$ cat src/phrs_pkg.sv
// Shared types, codes and reset values for the peer heartbeat recovery supervisor.
`default_nettype none

package phrs_pkg;

    localparam int TIME_W      = 32;
    localparam int CNT_W       = 32;
    localparam int TRIES_W     = 8;
    localparam int MODE_W      = 2;
    localparam int PHASE_W     = 3;
    localparam int CFG_IDX_W   = 3;
    localparam int CFG_DATA_W  = 32;

    localparam int QUEUE_DEPTH_DEF = 4;

    // Register reset values
    localparam logic [TIME_W-1:0]  HEARTBEAT_TIMEOUT_RST = 32'd1000;
    localparam logic [TIME_W-1:0]  RESET_HOLD_TIME_RST   = 32'd100;
    localparam logic [TIME_W-1:0]  BOOT_WAIT_TIME_RST    = 32'd500;
    localparam logic [TIME_W-1:0]  POWER_CYCLE_TIME_RST  = 32'd1000;
    localparam logic [TRIES_W-1:0] MAX_RESET_TRIES_RST   = 8'd3;

    // Event codes on the mode field
    typedef enum logic [MODE_W-1:0] {
        MODE_TICK    = 2'd0,
        MODE_BEAT    = 2'd1,
        MODE_RESTART = 2'd2
    } mode_t;

    // Classified commands handed from front to back
    typedef enum logic [1:0] {
        CMD_NOP,
        CMD_TICK,
        CMD_BEAT,
        CMD_RESTART
    } cmd_t;

    typedef enum logic [PHASE_W-1:0] {
        PH_HEALTHY    = 3'd0,
        PH_RESET_HELD = 3'd1,
        PH_BOOT_WAIT  = 3'd2,
        PH_POWER_WAIT = 3'd3,
        PH_FAILED     = 3'd4
    } phase_t;

    typedef enum logic [CFG_IDX_W-1:0] {
        CFG_HEARTBEAT_TIMEOUT = 3'd0,
        CFG_RESET_HOLD_TIME   = 3'd1,
        CFG_BOOT_WAIT_TIME    = 3'd2,
        CFG_POWER_CYCLE_TIME  = 3'd3,
        CFG_MAX_RESET_TRIES   = 3'd4
    } cfg_idx_t;

    typedef struct packed {
        logic [MODE_W-1:0] mode;
        logic [TIME_W-1:0] now_time;
    } in_item_t;

    typedef struct packed {
        logic               mute_audio;
        logic               assert_reset;
        logic               release_reset;
        logic               power_cycle;
        logic               report_fault;
        logic [PHASE_W-1:0] phase;
        logic [TRIES_W-1:0] tries_used;
        logic [CNT_W-1:0]   beats_seen;
        logic [CNT_W-1:0]   recoveries_seen;
        logic [CNT_W-1:0]   timeouts_seen;
        logic [CNT_W-1:0]   power_cycles_seen;
    } out_item_t;

    typedef struct packed {
        cmd_t              cmd;
        logic [TIME_W-1:0] now_time;
    } cmd_item_t;

    typedef struct packed {
        logic [TIME_W-1:0]  heartbeat_timeout;
        logic [TIME_W-1:0]  reset_hold_time;
        logic [TIME_W-1:0]  boot_wait_time;
        logic [TIME_W-1:0]  power_cycle_time;
        logic [TRIES_W-1:0] max_reset_tries;
    } cfg_t;

    typedef struct packed {
        logic mute;
        logic assert_rst;
        logic release_rst;
        logic power;
        logic fault;
    } act_t;

endpackage

`default_nettype wire

$ cat src/phrs_front.sv
// Front stage: accepts input items and classifies them into commands.
`default_nettype none

module phrs_front (
    input  wire logic                clk,
    input  wire logic                rst_n,
    input  wire logic                in_valid,
    output logic                     in_stall,
    input  wire phrs_pkg::in_item_t  in_item,
    output logic                     push_valid,
    input  wire logic                push_ready,
    output phrs_pkg::cmd_item_t      push_item
);
    import phrs_pkg::*;

    logic      front_valid_reg;
    logic      front_valid_next;
    cmd_item_t front_item_reg;
    cmd_item_t front_item_next;
    logic      accept;

    // Stall only while the held item cannot move on
    assign in_stall = front_valid_reg & ~push_ready;
    assign accept   = in_valid & ~in_stall;

    // Classify the event kind
    always_comb
    begin
        front_item_next.now_time = in_item.now_time;
        case (in_item.mode)
            MODE_TICK:    front_item_next.cmd = CMD_TICK;
            MODE_BEAT:    front_item_next.cmd = CMD_BEAT;
            MODE_RESTART: front_item_next.cmd = CMD_RESTART;
            default:      front_item_next.cmd = CMD_NOP;
        endcase
    end

    assign front_valid_next = accept | (front_valid_reg & ~push_ready);

    always_ff @(posedge clk or negedge rst_n)
    begin
        if (!rst_n)
        begin
            front_valid_reg <= 1'b0;
        end
        else
        begin
            front_valid_reg <= front_valid_next;
        end
    end

    // Capture the classified item
    always_ff @(posedge clk)
    begin
        if (accept)
        begin
            front_item_reg <= front_item_next;
        end
    end

    assign push_valid = front_valid_reg;
    assign push_item  = front_item_reg;

endmodule

`default_nettype wire

$ cat src/phrs_queue.sv
// Short command queue between the front and the execution stage.
`default_nettype none

module phrs_queue #(
    parameter int DEPTH = phrs_pkg::QUEUE_DEPTH_DEF
) (
    input  wire logic                 clk,
    input  wire logic                 rst_n,
    input  wire logic                 push_valid,
    output logic                      push_ready,
    input  wire phrs_pkg::cmd_item_t  push_item,
    output logic                      pop_valid,
    input  wire logic                 pop_ready,
    output phrs_pkg::cmd_item_t       pop_item
);
    import phrs_pkg::*;

    localparam int PTR_W = (DEPTH > 1) ? $clog2(DEPTH) : 1;
    localparam int FILL_W = $clog2(DEPTH + 1);

    cmd_item_t           entry_reg [DEPTH];
    logic [PTR_W-1:0]    wr_ptr_reg;
    logic [PTR_W-1:0]    wr_ptr_next;
    logic [PTR_W-1:0]    rd_ptr_reg;
    logic [PTR_W-1:0]    rd_ptr_next;
    logic [FILL_W-1:0]   fill_reg;
    logic [FILL_W-1:0]   fill_next;
    logic                push;
    logic                pop;

    assign push_ready = (fill_reg != FILL_W'(DEPTH));
    assign pop_valid  = (fill_reg != '0);
    assign push       = push_valid & push_ready;
    assign pop        = pop_valid & pop_ready;
    assign pop_item   = entry_reg[rd_ptr_reg];

    // Advance pointers with wrap at the depth
    always_comb
    begin
        wr_ptr_next = wr_ptr_reg;
        rd_ptr_next = rd_ptr_reg;
        fill_next   = fill_reg;
        if (push)
        begin
            wr_ptr_next = (wr_ptr_reg == PTR_W'(DEPTH - 1)) ? '0 : wr_ptr_reg + 1'b1;
        end
        if (pop)
        begin
            rd_ptr_next = (rd_ptr_reg == PTR_W'(DEPTH - 1)) ? '0 : rd_ptr_reg + 1'b1;
        end
        if (push & ~pop)
        begin
            fill_next = fill_reg + 1'b1;
        end
        else if (pop & ~push)
        begin
            fill_next = fill_reg - 1'b1;
        end
    end

    always_ff @(posedge clk or negedge rst_n)
    begin
        if (!rst_n)
        begin
            wr_ptr_reg <= '0;
            rd_ptr_reg <= '0;
            fill_reg   <= '0;
        end
        else
        begin
            wr_ptr_reg <= wr_ptr_next;
            rd_ptr_reg <= rd_ptr_next;
            fill_reg   <= fill_next;
        end
    end

    // Store the pushed item
    always_ff @(posedge clk)
    begin
        if (push)
        begin
            entry_reg[wr_ptr_reg] <= push_item;
        end
    end

endmodule

`default_nettype wire

$ cat src/phrs_exec.sv
// Execution stage: recovery state machine, counters and the result register.
`default_nettype none

module phrs_exec (
    input  wire logic                 clk,
    input  wire logic                 rst_n,
    input  wire phrs_pkg::cfg_t       cfg,
    input  wire logic                 pop_valid,
    output logic                      pop_ready,
    input  wire phrs_pkg::cmd_item_t  pop_item,
    output logic                      out_valid,
    input  wire logic                 out_stall,
    output phrs_pkg::out_item_t       out_item
);
    import phrs_pkg::*;

    phase_t             phase_reg;
    phase_t             phase_next;
    logic [TIME_W-1:0]  last_beat_reg;
    logic [TIME_W-1:0]  last_beat_next;
    logic [TIME_W-1:0]  phase_start_reg;
    logic [TIME_W-1:0]  phase_start_next;
    logic [TRIES_W-1:0] tries_reg;
    logic [TRIES_W-1:0] tries_next;
    logic [CNT_W-1:0]   beats_reg;
    logic [CNT_W-1:0]   beats_next;
    logic [CNT_W-1:0]   recov_reg;
    logic [CNT_W-1:0]   recov_next;
    logic [CNT_W-1:0]   timeouts_reg;
    logic [CNT_W-1:0]   timeouts_next;
    logic [CNT_W-1:0]   pcycles_reg;
    logic [CNT_W-1:0]   pcycles_next;

    logic               out_valid_reg;
    logic               out_valid_next;
    out_item_t          out_item_reg;
    out_item_t          out_item_next;

    logic               pop;
    logic [TIME_W-1:0]  since_phase;
    logic [TIME_W-1:0]  since_beat;
    logic               timed_out;
    logic               hold_done;
    logic               boot_done;
    logic               power_done;
    logic               retry_ok;
    act_t               act;

    // Take a command whenever the result register is free or being drained
    assign pop_ready = ~out_valid_reg | ~out_stall;
    assign pop       = pop_valid & pop_ready;

    // Wrapping time differences and threshold checks
    assign since_phase = pop_item.now_time - phase_start_reg;
    assign since_beat  = pop_item.now_time - last_beat_reg;
    assign timed_out   = since_beat > cfg.heartbeat_timeout;
    assign hold_done   = since_phase >= cfg.reset_hold_time;
    assign boot_done   = since_phase >= cfg.boot_wait_time;
    assign power_done  = since_phase >= cfg.power_cycle_time;
    assign retry_ok    = tries_reg < cfg.max_reset_tries;

    // Next state
    always_comb
    begin
        phase_next       = phase_reg;
        last_beat_next   = last_beat_reg;
        phase_start_next = phase_start_reg;
        tries_next       = tries_reg;
        beats_next       = beats_reg;
        recov_next       = recov_reg;
        timeouts_next    = timeouts_reg;
        pcycles_next     = pcycles_reg;
        if (pop)
        begin
            case (pop_item.cmd)
                CMD_TICK:
                begin
                    case (phase_reg)
                        PH_HEALTHY:
                        begin
                            if (timed_out)
                            begin
                                timeouts_next    = timeouts_reg + 1'b1;
                                tries_next       = TRIES_W'(1);
                                phase_next       = PH_RESET_HELD;
                                phase_start_next = pop_item.now_time;
                            end
                        end
                        PH_RESET_HELD:
                        begin
                            if (hold_done)
                            begin
                                phase_next       = PH_BOOT_WAIT;
                                phase_start_next = pop_item.now_time;
                            end
                        end
                        PH_BOOT_WAIT:
                        begin
                            if (boot_done)
                            begin
                                phase_start_next = pop_item.now_time;
                                if (retry_ok)
                                begin
                                    tries_next = tries_reg + 1'b1;
                                    phase_next = PH_RESET_HELD;
                                end
                                else
                                begin
                                    pcycles_next = pcycles_reg + 1'b1;
                                    phase_next   = PH_POWER_WAIT;
                                end
                            end
                        end
                        PH_POWER_WAIT:
                        begin
                            if (power_done)
                            begin
                                phase_next       = PH_FAILED;
                                phase_start_next = pop_item.now_time;
                            end
                        end
                        default:
                        begin
                            phase_next = phase_reg;
                        end
                    endcase
                end
                CMD_BEAT:
                begin
                    beats_next       = beats_reg + 1'b1;
                    last_beat_next   = pop_item.now_time;
                    phase_start_next = pop_item.now_time;
                    phase_next       = PH_HEALTHY;
                    tries_next       = '0;
                    if (phase_reg != PH_HEALTHY)
                    begin
                        recov_next = recov_reg + 1'b1;
                    end
                end
                CMD_RESTART:
                begin
                    beats_next       = '0;
                    recov_next       = '0;
                    timeouts_next    = '0;
                    pcycles_next     = '0;
                    tries_next       = '0;
                    last_beat_next   = pop_item.now_time;
                    phase_start_next = pop_item.now_time;
                    phase_next       = PH_HEALTHY;
                end
                default:
                begin
                    phase_next = phase_reg;
                end
            endcase
        end
    end

    // Action flags for the current command
    always_comb
    begin
        act = '0;
        if (pop_item.cmd == CMD_TICK)
        begin
            case (phase_reg)
                PH_HEALTHY:
                begin
                    if (timed_out)
                    begin
                        act.mute       = 1'b1;
                        act.assert_rst = 1'b1;
                        act.fault      = 1'b1;
                    end
                end
                PH_RESET_HELD:
                begin
                    act.mute        = 1'b1;
                    act.release_rst = hold_done;
                end
                PH_BOOT_WAIT:
                begin
                    act.mute       = 1'b1;
                    act.assert_rst = boot_done & retry_ok;
                    act.power      = boot_done & ~retry_ok;
                    act.fault      = boot_done & ~retry_ok;
                end
                PH_POWER_WAIT:
                begin
                    act.mute  = 1'b1;
                    act.fault = power_done;
                end
                default:
                begin
                    act.mute  = 1'b1;
                    act.fault = 1'b1;
                end
            endcase
        end
    end

    // Assemble the result from the updated state
    always_comb
    begin
        out_item_next.mute_audio        = act.mute;
        out_item_next.assert_reset      = act.assert_rst;
        out_item_next.release_reset     = act.release_rst;
        out_item_next.power_cycle       = act.power;
        out_item_next.report_fault      = act.fault;
        out_item_next.phase             = phase_next;
        out_item_next.tries_used        = tries_next;
        out_item_next.beats_seen        = beats_next;
        out_item_next.recoveries_seen   = recov_next;
        out_item_next.timeouts_seen     = timeouts_next;
        out_item_next.power_cycles_seen = pcycles_next;
    end

    assign out_valid_next = pop | (out_valid_reg & out_stall);

    always_ff @(posedge clk or negedge rst_n)
    begin
        if (!rst_n)
        begin
            phase_reg       <= PH_HEALTHY;
            last_beat_reg   <= '0;
            phase_start_reg <= '0;
            tries_reg       <= '0;
            beats_reg       <= '0;
            recov_reg       <= '0;
            timeouts_reg    <= '0;
            pcycles_reg     <= '0;
            out_valid_reg   <= 1'b0;
        end
        else
        begin
            phase_reg       <= phase_next;
            last_beat_reg   <= last_beat_next;
            phase_start_reg <= phase_start_next;
            tries_reg       <= tries_next;
            beats_reg       <= beats_next;
            recov_reg       <= recov_next;
            timeouts_reg    <= timeouts_next;
            pcycles_reg     <= pcycles_next;
            out_valid_reg   <= out_valid_next;
        end
    end

    // Hold the result until taken
    always_ff @(posedge clk)
    begin
        if (pop)
        begin
            out_item_reg <= out_item_next;
        end
    end

    assign out_valid = out_valid_reg;
    assign out_item  = out_item_reg;

endmodule

`default_nettype wire

$ cat src/peer_heartbeat_recovery_supervisor.sv
// Top level of the peer heartbeat recovery supervisor: config registers and stage wiring.
//
//   channel | direction | handshake            | payload
//   --------+-----------+----------------------+--------------------------------
//   in      | in        | in_valid / in_stall  | in_item  (mode, now_time)
//   out     | out       | out_valid / out_stall| out_item (flags, phase, counters)
//   cfg     | in        | cfg_valid / cfg_ready| cfg_index, cfg_data
//
// One item per cycle sustained while the output does not stall; an accepted item passes
// through the front register, the queue and the result register.
// The execution stage updates all recovery state as it takes each item.
// Reset is asynchronous and active low; no clearing pass is needed.
// A stall on the output fills the queue before the input stalls.
`default_nettype none

module peer_heartbeat_recovery_supervisor #(
    parameter int QUEUE_DEPTH = phrs_pkg::QUEUE_DEPTH_DEF
) (
    input  wire logic                               clk,
    input  wire logic                               rst_n,
    input  wire logic                               in_valid,
    output logic                                    in_stall,
    input  wire phrs_pkg::in_item_t                 in_item,
    output logic                                    out_valid,
    input  wire logic                               out_stall,
    output phrs_pkg::out_item_t                     out_item,
    input  wire logic                               cfg_valid,
    output logic                                    cfg_ready,
    input  wire logic [phrs_pkg::CFG_IDX_W-1:0]     cfg_index,
    input  wire logic [phrs_pkg::CFG_DATA_W-1:0]    cfg_data
);
    import phrs_pkg::*;

    cfg_t      cfg_reg;
    cfg_t      cfg_next;
    logic      cfg_write;

    logic      push_valid;
    logic      push_ready;
    cmd_item_t push_item;
    logic      pop_valid;
    logic      pop_ready;
    cmd_item_t pop_item;

    // Config writes are always taken
    assign cfg_ready = 1'b1;
    assign cfg_write = cfg_valid & cfg_ready;

    // Decode register writes; drop writes beyond the list
    always_comb
    begin
        cfg_next = cfg_reg;
        if (cfg_write)
        begin
            case (cfg_index)
                CFG_HEARTBEAT_TIMEOUT: cfg_next.heartbeat_timeout = cfg_data;
                CFG_RESET_HOLD_TIME:   cfg_next.reset_hold_time   = cfg_data;
                CFG_BOOT_WAIT_TIME:    cfg_next.boot_wait_time    = cfg_data;
                CFG_POWER_CYCLE_TIME:  cfg_next.power_cycle_time  = cfg_data;
                CFG_MAX_RESET_TRIES:   cfg_next.max_reset_tries   = cfg_data[TRIES_W-1:0];
                default:               cfg_next = cfg_reg;
            endcase
        end
    end

    always_ff @(posedge clk or negedge rst_n)
    begin
        if (!rst_n)
        begin
            cfg_reg.heartbeat_timeout <= HEARTBEAT_TIMEOUT_RST;
            cfg_reg.reset_hold_time   <= RESET_HOLD_TIME_RST;
            cfg_reg.boot_wait_time    <= BOOT_WAIT_TIME_RST;
            cfg_reg.power_cycle_time  <= POWER_CYCLE_TIME_RST;
            cfg_reg.max_reset_tries   <= MAX_RESET_TRIES_RST;
        end
        else
        begin
            cfg_reg <= cfg_next;
        end
    end

    phrs_front u_front (
        .clk        (clk),
        .rst_n      (rst_n),
        .in_valid   (in_valid),
        .in_stall   (in_stall),
        .in_item    (in_item),
        .push_valid (push_valid),
        .push_ready (push_ready),
        .push_item  (push_item)
    );

    phrs_queue #(
        .DEPTH (QUEUE_DEPTH)
    ) u_queue (
        .clk        (clk),
        .rst_n      (rst_n),
        .push_valid (push_valid),
        .push_ready (push_ready),
        .push_item  (push_item),
        .pop_valid  (pop_valid),
        .pop_ready  (pop_ready),
        .pop_item   (pop_item)
    );

    phrs_exec u_exec (
        .clk       (clk),
        .rst_n     (rst_n),
        .cfg       (cfg_reg),
        .pop_valid (pop_valid),
        .pop_ready (pop_ready),
        .pop_item  (pop_item),
        .out_valid (out_valid),
        .out_stall (out_stall),
        .out_item  (out_item)
    );

endmodule

`default_nettype wire

$ cat config.mk
export PLATFORM = sky130hd
export DESIGN_NAME = peer_heartbeat_recovery_supervisor
export DESIGN_NICKNAME = d
export VERILOG_FILES = /design/src/phrs_pkg.sv /design/src/phrs_front.sv /design/src/phrs_queue.sv /design/src/phrs_exec.sv /design/src/peer_heartbeat_recovery_supervisor.sv
export SDC_FILE = /design/constraint.sdc
export NUM_CORES = 1
export LEC_CHECK = 0
export BUFFER_PORTS_ARGS = -buffer_cell sky130_fd_sc_hd__buf_4
export CORE_MARGIN = 2
export CORE_UTILIZATION = 40
export CTS_BUF_LIST = sky130_fd_sc_hd__clkbuf_16
export DETAILED_ROUTE_END_ITERATION = 16
export GPL_ROUTABILITY_DRIVEN = 1
export SLEW_MARGIN = 15
export SYNTH_ARGS = -nofsm -noshare
export SYNTH_HDL_FRONTEND = slang
export SYNTH_SLANG_ARGS = --single-unit
$ cat constraint.sdc
create_clock -name clk -period 7.4 [get_ports clk]
set_clock_uncertainty 0.2 [all_clocks]
set_input_delay 0.74 -clock clk [delete_from_list [all_inputs] [get_ports clk]]
set_output_delay 0.74 -clock clk [all_outputs]
set_load 0.01 [all_outputs]
Yosys cells after proc, flatten, opt, wreduce, memory -nomap -nowiden
Memory sizes are Yosys's and may differ from the RTL's.
Cells that the tools add are included.
- flip-flop bits (word level): 526
- RAM bits: 136
- input port bits: 74
- output and inout bits: 147
- logic and storage cells: 150
- memories: 1
- memory list (memory ; words ; width ; rd ports ; clocked after memory_dff ; write ports ; RTL line ; source):
    u_queue.entry_reg ; 4 ; 34 ; 1 ; 0 ; 1 ; phrs_queue.sv:21 ; cmd_item_t entry_reg [DEPTH];
- add/sub/neg operators: 11
- $lt $le $gt $ge: 5
- equal/unequal tests: 20
- mux-type cells: 46
- bitwise logic cells: 19
- reduce and logical (&&, ||, !) cells: 17
- operators by type and width (cell ; count):
    two-way mux 32 bit ; 14
    case mux 32 bit (2 select lines) ; 5
    adder 32 x 1 -> 32 bit (second input constant) ; 4
    case mux 32 bit (4 select lines) ; 1
    greater-or-equal comparator 32 bit ; 3
    subtractor 32 bit ; 2
    greater-than comparator 32 bit ; 1
    two-way mux 8 bit ; 4
    case mux 8 bit (2 select lines) ; 2
    two-way mux 3 bit ; 7
    AND reduction 2 bit ; 8
    equality test 3 x 2 -> 1 bit (second input constant) ; 4
    inequality test 3 x 2 -> 1 bit (second input constant) ; 4
    case mux 3 bit (4 select lines) ; 1
    equality test 2 bit (second input constant) ; 5
    AND 1 bit ; 9
    adder 8 x 1 -> 8 bit (second input constant) ; 1
    < comparator 8 bit ; 1
    two-way mux 2 bit ; 4
    inverter 1 bit ; 7
    AND reduction 7 bit ; 1
    equality test 3 x 1 -> 1 bit (second input constant) ; 2
    zero test 3 bit ; 2
    case mux 2 bit (3 select lines) ; 1
    other kinds (16) ; 25

Depth between registers and ports, before layout
Gate-level depths: netlist of the first run.
An unclocked memory read counts as a cell.
- depth after elaboration: 7
- mapped depth: 27
- depth with buffers taken out: 24

Cells and area by module
Synthesis of the first run repeated with hierarchy kept, for this count alone.
- cell total of the unflattened synthesis: 2627
- area, all modules: 32127.1 um^2
- by module, submodules not included (module ; times used ; cells each ; area each (um^2) ; sequential area each (um^2)):
    phrs_exec ; 1 ; 2073 ; 20488.4 ; 9429.0
    phrs_queue ; 1 ; 214 ; 5338.9 ; 4259.1
    peer_heartbeat_recovery_supervisor ; 1 ; 294 ; 5168.7 ; 3432.0
    phrs_front ; 1 ; 46 ; 1131.1 ; 1046.0

Worst setup path before layout of the first run
OpenSTA, ideal clock, no wires.
- path kind: flip-flop to flip-flop
- from: register u_queue.rd_ptr_reg[0]
- to: register u_exec.out_item_reg, in the netlist u_exec.out_item[25] (data pin)
- library setup time: 0.158 ns
- arrival: 7.048 ns
- required time: 7.042 ns
- path slack: -0.006 ns
- stages on the path, launching flop included: 26
- path buffers: 4
- clock period less this slack: 7.406 ns
- cells stage by stage: dfrtp_1 -> buf_2 -> buf_1 -> mux4_2 -> ha_1 -> clkbuf_1 -> a211oi_1 -> o21bai_1 -> o311ai_0 -> o31ai_1 -> a21o_1 -> a21oi_1 -> o211ai_1 -> a221oi_1 -> xnor2_1 -> ha_1 -> nand4_1 -> or4_4 -> or4_4 -> o221ai_2 -> o21a_2 -> nand4_4 -> or4_4 -> buf_6 -> or3_1 -> a21oi_1
- RTL lines (what ; RTL line ; source):
    start, declared ; phrs_queue.sv:24 ; logic [PTR_W-1:0] rd_ptr_reg;
    start signal, assigned ; phrs_queue.sv:72 ; rd_ptr_reg <= rd_ptr_next;
    end signal, assigned ; phrs_exec.sv:252 ; out_item_reg <= out_item_next;
    end, declared ; phrs_exec.sv:36 ; out_item_t out_item_reg;

==> impl_metrics.json, run 1 <==
{
  "tightest_slew_ns": 1.10,
  "fin_tns_setup_ns": 0,
  "rows": 103,
  "yosys-top-cells-area": "edfxtp_1 30%, dfrtp_1 26%, ha_1 8.4%",
  "finalHoldViolCount": 0,
  "cp.required_ns": 7.68,
  "ant_nets": 0,
  "largest_reg_flops": 144,
  "root_buffer": "clkbuf_16",
  "start_kind": "flip-flop",
  "setup_violations": 0,
  "clock-sinks": 662,
  "period_minus_slack_ns": 7.12,
  "initial_core_util": 0.403,
  "reg2reg_from": "u_queue.rd_ptr_reg[0]",
  "routed.top_layer": "met4",
  "final_cell_mix": "324 x dfrtp_1, 314 x edfxtp_1, 299 x buf_4",
  "fmax_mhz": 140,
  "ys_warn_count": 0,
  "instances_no_fill": 4155,
  "insertion_delay_ns": 0.62,
  "clk_pin_slew_ns": 0.06,
  "die_x_um": 286,
  "clockBufferDepth": 3,
  "synth_edf_count": 314,
  "grt.overflow.total": 0,
  "htreeDepth": 3,
  "grt_pass1_wl_mm": 126,
  "whs_path_depth": 1,
  "io-pin-count": 221,
  "drive_above_1_share": 0.188,
  "drt-total-wl_mm": 80.9,
  "die_area_sq_mm": 0.0816,
  "synthArstFlopShare": 0.526,
  "setup.worst_path.class": "flip-flop to flip-flop",
  "met3_length_mm": 3.47,
  "first_iter_violations": 1433,
  "area_delta_synth_final_pct": 19.2,
  "worstReg2RegEnd": "u_exec.out_item[31]",
  "fin_crit_sh": 0.962,
  "yosysTopAreaCellShare": 0.297,
  "first_global_vias": 21865,
  "yosysSeqAreaShare": 0.572,
  "timing.slew.headroom": 0.265,
  "cp_data_arrival_time_ns": 7.40,
  "vias": 22148,
  "dr_wl_met2_mm": 37.7,
  "numPortBuffers": 219,
  "dr.pass1.iters": 5,
  "grt_max_degree": 161,
  "hold_path.class": "input port to flip-flop",
  "yosysTopAreaCell": "edfxtp_1",
  "hold_start": "in_item[24]",
  "cpMaxStageDelayCell": "mux4_2",
  "cp_max_fo": 12,
  "rsz0062_at_grt": "true",
  "cts_tree": "built",
  "gp_congestion": 0.887,
  "syn_area_per_cell_sq_um": 11.6,
  "antenna_found_initial": 2,
  "layout.cells.most_common": "dfrtp_1",
  "synth_seq_cells": 662,
  "cap_violations": 0,
  "syn_inst": 2743,
  "synth.distinct_cells": 74,
  "yosys_most_used_dff": "dfrtp_1",
  "die_h_um": 286,
  "dp.cells": 4011,
  "end_kind": "flip-flop",
  "cts_made_buffers": 73,
  "core_sq_mm": 0.0787,
  "slew_violations": 0,
  "nets": 3332,
  "reg2reg_depth": 25,
  "m1WireLength_mm": 37.7,
  "slowest_delay_ns": 0.60,
  "viasPerCell": 5.33,
  "syn_area_sq_mm": 0.0317,
  "crit_top_cell": "or4_4",
  "synth_nets": 3032,
  "groute.usage.overall": 0.198,
  "reg2reg_slack_ns": 0.28,
  "hpwl_mm": 58.8,
  "outcome": "finished clean",
  "route.detailed.drc": 0,
  "wl_per_cell_um": 19.5,
  "holdPathEnd": "u_front.push_item[24]",
  "whs_ns": 0.0899
}
==> cell usage after synthesis, types with 15 or more instances <==
| cell type | number |
|---|---|
| nor2_1 | 165 |
| mux2_2 | 69 |
| inv_1 | 224 |
| xor2_1 | 68 |
| mux4_2 | 34 |
| o21ai_0 | 255 |
| a31oi_1 | 20 |
| a21oi_1 | 119 |
| edfxtp_1 | 314 |
| ha_1 | 212 |
| clkbuf_1 | 71 |
| xnor2_1 | 62 |
| a211oi_1 | 15 |
| or3_1 | 28 |
| nand2b_1 | 15 |
| and3_1 | 38 |
| nor3_1 | 34 |
| dfstp_2 | 23 |
| nand2_1 | 269 |
| o21a_1 | 15 |
| a21o_1 | 54 |
| dfrtp_1 | 325 |
| nand4_1 | 56 |
| nand3_1 | 70 |
| and2_1 | 15 |
==> worst max-delay path: cells and delay by family (launching register included) <==
kind                     cells  cell delay, ns
flip-flops                   1            0.40
adder cells (fa/ha/maj)      2            0.74
AND/OR/NAND/NOR              8            2.56
AO/OA/AOI/OAI               10            1.82
multiplexers                 1            0.60
buffers and inverters        4            0.63
==> area by class of cell <==
| type | instances | area [sq um] |
|---|---|---|
| Fill cell | 6951 | 40900 |
| Sequential cell | 662 | 18200 |
| Multi-Input combinational cell | 1775 | 12600 |
| Timing Repair Buffer | 307 | 2380 |
| Clock buffer | 74 | 1850 |
| Tap cell | 1050 | 1310 |
| Inverter | 224 | 846 |
| Clock inverter | 62 | 672 |
| Antenna cell | 1 | 2.50 |
==> layer usage <==
metal  GRT usage  vias up
li1            -    10492
met1       0.284    10979
met2       0.315      564
met3      0.0254      113
met4      0.0585        0
met5           0        -
==> timing repair <==
| action | CTS | global route |
|---|---|---|
| gates resized for setup | 2 | 33 |
| pin swaps | 1 | 8 |
| hold buffers | 1 | 0 |
| endpoints found under the hold margin | 60 | 0 |
| buffers inserted | 1 | 4 |
| cloned | 0 | 1 |
| setup endpoints to repair | 36 | 124 |
==> worst max-delay path by stage <==
stage,start,to,slack (ns),cells after the start
6_report,u_queue.rd_ptr_reg[0],u_exec.out_item[31],0.28,25
5_1_grt,u_queue.rd_ptr_reg[0],u_exec.out_item[59],-0.05,26
4_1_cts,u_queue.rd_ptr_reg[0],u_exec.out_item[31],0.02,24
3_5_place_dp,u_queue.rd_ptr_reg[0],u_exec.out_item[28],-0.04,25
3_3_place_gp,u_queue.rd_ptr_reg[0],u_exec.out_item[24],0.05,26
2_1_floorplan,u_queue.rd_ptr_reg[0],u_exec.out_item[25],0.11,26
==> per-stage QoR <==
stage,instance area (sq um),utilization,setup WS [ns]
after global placement,35100,0.446,0.0492
after CTS,37700,0.478,0.0217
after global routing,37800,0.480,-0.0473
after detailed placement,35100,0.446,-0.0370
final,37800,0.480,0.282
after floorplan,31700,-,0.111
==> logic make-up (layout without fill, tap and decap cells) <==
kind of cell / Yosys count / count (layout) / synth area share
AOI/OAI and AO/OA: 580 / 580 / 0.110
xor gates and xnor gates: 130 / 130 / 0.0359
muxes: 105 / 105 / 0.0492
adders and majority gates: 215 / 215 / 0.0855
buffers and inverters: 307 / 667 / 0.0367
and+or+nand+nor: 743 / 744 / 0.110
DFF: 662 / 662 / 0.572
other: 1 / 2 / 0.000118
Power of run 1 is left out: the tool's default activity adds up to more than one toggle a clock period on the data nets, which glitch-free logic cannot reach.
==> inputs of run 2 (changes only) <==
Settings changed: CTS_CLUSTER_DIAMETER set to 50, GPL_ROUTABILITY_DRIVEN 1 to 0, REMOVE_ABC_BUFFERS set to 1.
==> run 2 against run 1 <==
Design area grew 1.8%. Fmax is essentially flat. The run now ends with hold timing left. Die area is the same. Worst setup slack got worse by 0.0050 ns. Routed wire length fell by 1.1%.
==> impl_metrics.json, run 2 (synthesis results as in run 1) <==
{
  "outcome": "finished, violations left",
  "violations": "hold timing",
  "reg2reg_from": "u_queue.rd_ptr_reg[0]",
  "area_delta_synth_final_pct": 21.3,
  "root_buffer": "clkbuf_16",
  "cts_tree": "built",
  "cts_hold_buf": 0,
  "clock-sinks": 662,
  "route.detailed.drc": 0,
  "largest_reg_flops": 144,
  "clk_pin_slew_ns": 0.06,
  "grt.overflow.total": 0,
  "grt_pass1_wl_mm": 126,
  "fin_tns_setup_ns": 0,
  "fmax_mhz": 140,
  "first_iter_violations": 1504,
  "final_cell_mix": "324 x dfrtp_1, 314 x edfxtp_1, 289 x buf_4",
  "ant_nets": 0,
  "htreeDepth": 3,
  "dp.cells": 3996,
  "cp.required_ns": 7.68,
  "rows": 103,
  "critPathBufInv": 3,
  "end_kind": "flip-flop",
  "vias": 22241,
  "drt-total-wl_mm": 80.1,
  "cpLargestDelayFamily": "simple AND/OR/NAND/NOR gates",
  "finalHoldViolCount": 23,
  "critPathLaunch": "u_queue.rd_ptr_reg[0]",
  "start_kind": "flip-flop",
  "cts_made_buffers": 93,
  "core_sq_mm": 0.0787,
  "dr.pass1.iters": 7,
  "viasPerCell": 5.31,
  "slowest_delay_ns": 0.57,
  "layout.cells.most_common": "dfrtp_1",
  "tightest_slew_ns": 1.15,
  "clockBufferDepth": 3,
  "nets": 3344,
  "crit_top_cell": "or4_4",
  "numPortBuffers": 219,
  "io-pin-count": 221,
  "whs_ns": -0.0614,
  "fin_crit_sh": 0.963,
  "groute.usage.overall": 0.195,
  "initial_core_util": 0.403,
  "instances_no_fill": 4186,
  "timing.slew.headroom": 0.236,
  "grt_max_degree": 126,
  "die_area_sq_mm": 0.0816,
  "setup.worst_path.class": "flip-flop to flip-flop",
  "drive_above_1_share": 0.200,
  "cp_data_arrival_time_ns": 7.41,
  "first_global_vias": 22380,
  "antenna_found_initial": 0,
  "num_antenna_cells": 0,
  "setup_violations": 0,
  "cpMaxStageDelayCell": "mux4_2",
  "cp_max_fo": 6,
  "period_minus_slack_ns": 7.12,
  "die_x_um": 286,
  "hpwl_mm": 56.2,
  "crit_path_cell_trace": "buf_12, clkbuf_16, mux4_2, ha_1, a21o_1, a21oi_1, nor3b_1, o311ai_2, a31oi_1, buf_4, o21bai_1, a21o_1, a21oi_1, xnor2_1, ha_1, nand4_1, or4_4, or4_4, o221ai_4, o21a_2, nand4_4, or4_4, or3_1, a21oi_2",
  "hold_path.class": "input port to async pin",
  "slew_violations": 0,
  "cap_violations": 0,
  "wl_per_cell_um": 19.1,
  "die_h_um": 286,
  "insertion_delay_ns": 0.65
}
-- run 2: path summary, 6_finish.rpt --
kind | to | slack, ns | cells past startpoint
worst max-delay path | u_exec.out_item[31] | 0.28 | 24
worst min-delay path | u_exec.beats_reg[16] | -0.06 | 1
worst min register to register | u_queue.entry_reg[1][14] | 0.29 | 0
min in group clk | u_front.push_item[22] | 0.07 | 1
max in group asynchronous | u_exec.last_beat_reg[24] | 5.70 | 2
worst max register to register | u_exec.out_item[31] | 0.28 | 24
-- run 2: layout make-up --
cell class,count,area (sq um)
clock buffers,95,2380
fillers,6924,40200
flip-flops and latches,662,18200
clock inverters,81,841
well taps,1050,1310
multi-input cells,1775,12600
repair buffers,299,2360
inverters,224,846
-- run 2: repair_timing --
item                       in CTS  in global routing
setup endpoints to repair      41                136
pin swaps                       1                  8
gates resized for setup         3                 33
setup buffers                   2                  9
gates cloned                    0                  3
-- run 2: metal layers --
| layer | routed length [um] | up-vias | global-route usage |
|---|---|---|---|
| li1 | - | 10556 | - |
| met1 | 35300 | 10968 | 0.260 |
| met2 | 38800 | 594 | 0.329 |
| met3 | 3940 | 123 | 0.0293 |
| met4 | 1970 | 0 | 0.0594 |
| met5 | 0 | - | 0 |
-- run 2: stage by stage --
| step | utilization | instance area [sq um] | worst slack, ns |
|---|---|---|---|
| 5_1_grt | 0.489 | 38500 | -0.0106 |
| 6_report | 0.489 | 38500 | 0.277 |
| 4_1_cts | 0.486 | 38200 | -0.00609 |
| 3_5_place_dp | 0.445 | 35000 | -0.180 |
| 3_3_place_gp | 0.445 | 35000 | 0.0209 |
| 2_1_floorplan | - | 31400 | -1.32 |
Power of run 2 is left out for the same reason.
==> inputs of run 3 (changes only) <==
Settings changed: BUFFER_PORTS_ARGS -buffer_cell sky130_fd_sc_hd__buf_4 to not set, DONT_BUFFER_PORTS set to 1.
==> run 3 against run 2 <==
The run still ends with hold timing left. Via count decreased by 3.0%. First-iteration DRC count decreased by 1.5%. Routed wire length decreased by 0.31%. Fmax increased by 0.41%. Critical endpoint unchanged.
==> impl_metrics.json, run 3 (synthesis results as in run 1) <==
{
  "groute.usage.overall": 0.194,
  "setup.worst_path.class": "flip-flop to flip-flop",
  "hpwl_mm": 54.7,
  "insertion_delay_ns": 0.65,
  "nets": 3195,
  "antenna_found_initial": 6,
  "ant_nets": 0,
  "period_minus_slack_ns": 7.09,
  "cap_violations": 0,
  "hold_path.class": "input port to async pin",
  "route.detailed.drc": 0,
  "clk_pin_slew_ns": 0.06,
  "nFillCells": 6984,
  "start_kind": "flip-flop",
  "end_kind": "flip-flop",
  "clockBufferDepth": 3,
  "largest_reg_flops": 144,
  "area_delta_synth_final_pct": 17.7,
  "core_sq_mm": 0.0787,
  "multi_input_area_sq_mm": 0.0126,
  "reg2reg_slack_ns": 0.31,
  "reg2reg_depth": 27,
  "numPortBuffers": 0,
  "fmax_mhz": 141,
  "cp_max_fo": 12,
  "die_h_um": 286,
  "violations": "hold timing",
  "htreeDepth": 3,
  "first_global_vias": 21979,
  "drive_above_1_share": 0.135,
  "clock-sinks": 662,
  "wl_per_cell_um": 19.8,
  "setup_violations": 0,
  "grt_max_degree": 349,
  "cts_hold_buf": 62,
  "root_buffer": "clkbuf_16",
  "seq_area_sq_mm": 0.0182,
  "final_cell_mix": "324 x dfrtp_1, 314 x edfxtp_1, 269 x nand2_1",
  "outcome": "finished, violations left",
  "grt.overflow.total": 0,
  "io-pin-count": 221,
  "cp.required_ns": 7.67,
  "drt-total-wl_mm": 79.8,
  "rows": 103,
  "cts_tree": "built",
  "cp_data_arrival_time_ns": 7.37,
  "initial_core_util": 0.403,
  "first_iter_violations": 1481,
  "reg2reg_from": "u_queue.rd_ptr_reg[0]",
  "viasPerCell": 5.35,
  "fin_crit_sh": 0.959,
  "fin_util": 0.474,
  "timing.slew.headroom": 0.263,
  "layout.cells.most_common": "dfrtp_1",
  "tightest_slew_ns": 1.10,
  "cts_made_buffers": 92,
  "slew_violations": 0,
  "finalHoldViolCount": 325,
  "whs_ns": -0.366,
  "dr.pass1.iters": 6,
  "vias": 21581,
  "grt_pass1_wl_mm": 125,
  "worstReg2RegEnd": "u_exec.out_item[31]",
  "die_x_um": 286,
  "die_area_sq_mm": 0.0816
}
## run 3: cell types whose count changed in the layout (fill, tap and decap cells not counted), sizes merged
| cell | previous run | this run |
|---|---|---|
| buf | 298 | 90 |
| bufinv | 9 | 11 |
| or4 | 6 | 5 |
| dlygate4sd3 | 0 | 62 |
| diode | 0 | 1 |
| clkinvlp | 5 | 11 |
| inv | 258 | 250 |
| clkbuf | 96 | 92 |
## run 3: area by class of cell
type,instances,share of cell area
timing repair buffer,152,0.0356
clock inverter,81,0.0224
antenna,1,0.0000670
sequential,662,0.486
tap,1050,0.0352
inverter,224,0.0226
clock buffer,92,0.0616
multi-input combinational,1774,0.336
## run 3: worst max-delay path, stage by stage (launching register included)
cell,delay [ns]
dfrtp_2,0.40
mux4_2,0.52
inv_1,0.10
ha_1,0.19
inv_1,0.06
fa_1,0.40
a211oi_1,0.26
o21bai_1,0.15
o211ai_1,0.19
buf_4,0.16
o311ai_0,0.11
buf_4,0.18
a31oi_1,0.15
buf_4,0.14
o21ai_2,0.08
a41oi_2,0.31
buf_4,0.17
xnor2_1,0.08
ha_1,0.28
nand4_1,0.12
or4_4,0.56
or4_4,0.44
o221ai_4,0.24
o21a_2,0.20
nand4_4,0.13
or4_4,0.58
or3_1,0.37
a21oi_1,0.18
## run 3: through the flow
step	std cells	setup TNS, ns	instance area [sq um]	worst slack, ns	hold WS (ns)
final	4036	0	37400	0.306	-0.366
after global placement	3799	0	33500	0.0197	0.274
after CTS	4034	0	37300	0.0237	-0.406
after global routing	4036	-0.0521	37400	-0.0368	-0.410
after floorplan	2660	-62.16	31400	-1.32	0.244
after detailed placement	3799	-0.857	33500	-0.174	0.278
## run 3: layer usage
layer,track usage,part of all wire,up-vias
met1,0.254,0.44,10653
met4,0.0596,0.028,8
met5,0,0.00069,-
met3,0.0403,0.055,120
li1,-,-,10234
met2,0.326,0.48,566
## run 3: timing repair
item                                    in CTS  in global routing
buffers inserted                             0                  1
endpoints found under the setup margin      11                128
hold endpoints to repair                   428                326
pin swaps                                    0                  2
gates resized for setup                      4                 20
## run 3: how the worst max path moves through the flow
stage / start / to / slack, ns
final: u_queue.rd_ptr_reg[0] / u_exec.out_item[31] / 0.31
after global routing: u_queue.rd_ptr_reg[0] / u_exec.out_item[28] / -0.04
after CTS: u_queue.rd_ptr_reg[0] / u_exec.out_item[21] / 0.02
after detailed placement: u_queue.rd_ptr_reg[0] / u_exec.out_item[21] / -0.17
after global placement: u_queue.rd_ptr_reg[0] / u_exec.out_item[31] / 0.02
after floorplan: u_queue.rd_ptr_reg[0] / u_exec.phase_start_reg[0] / -1.32
Power of run 3 is left out for the same reason.
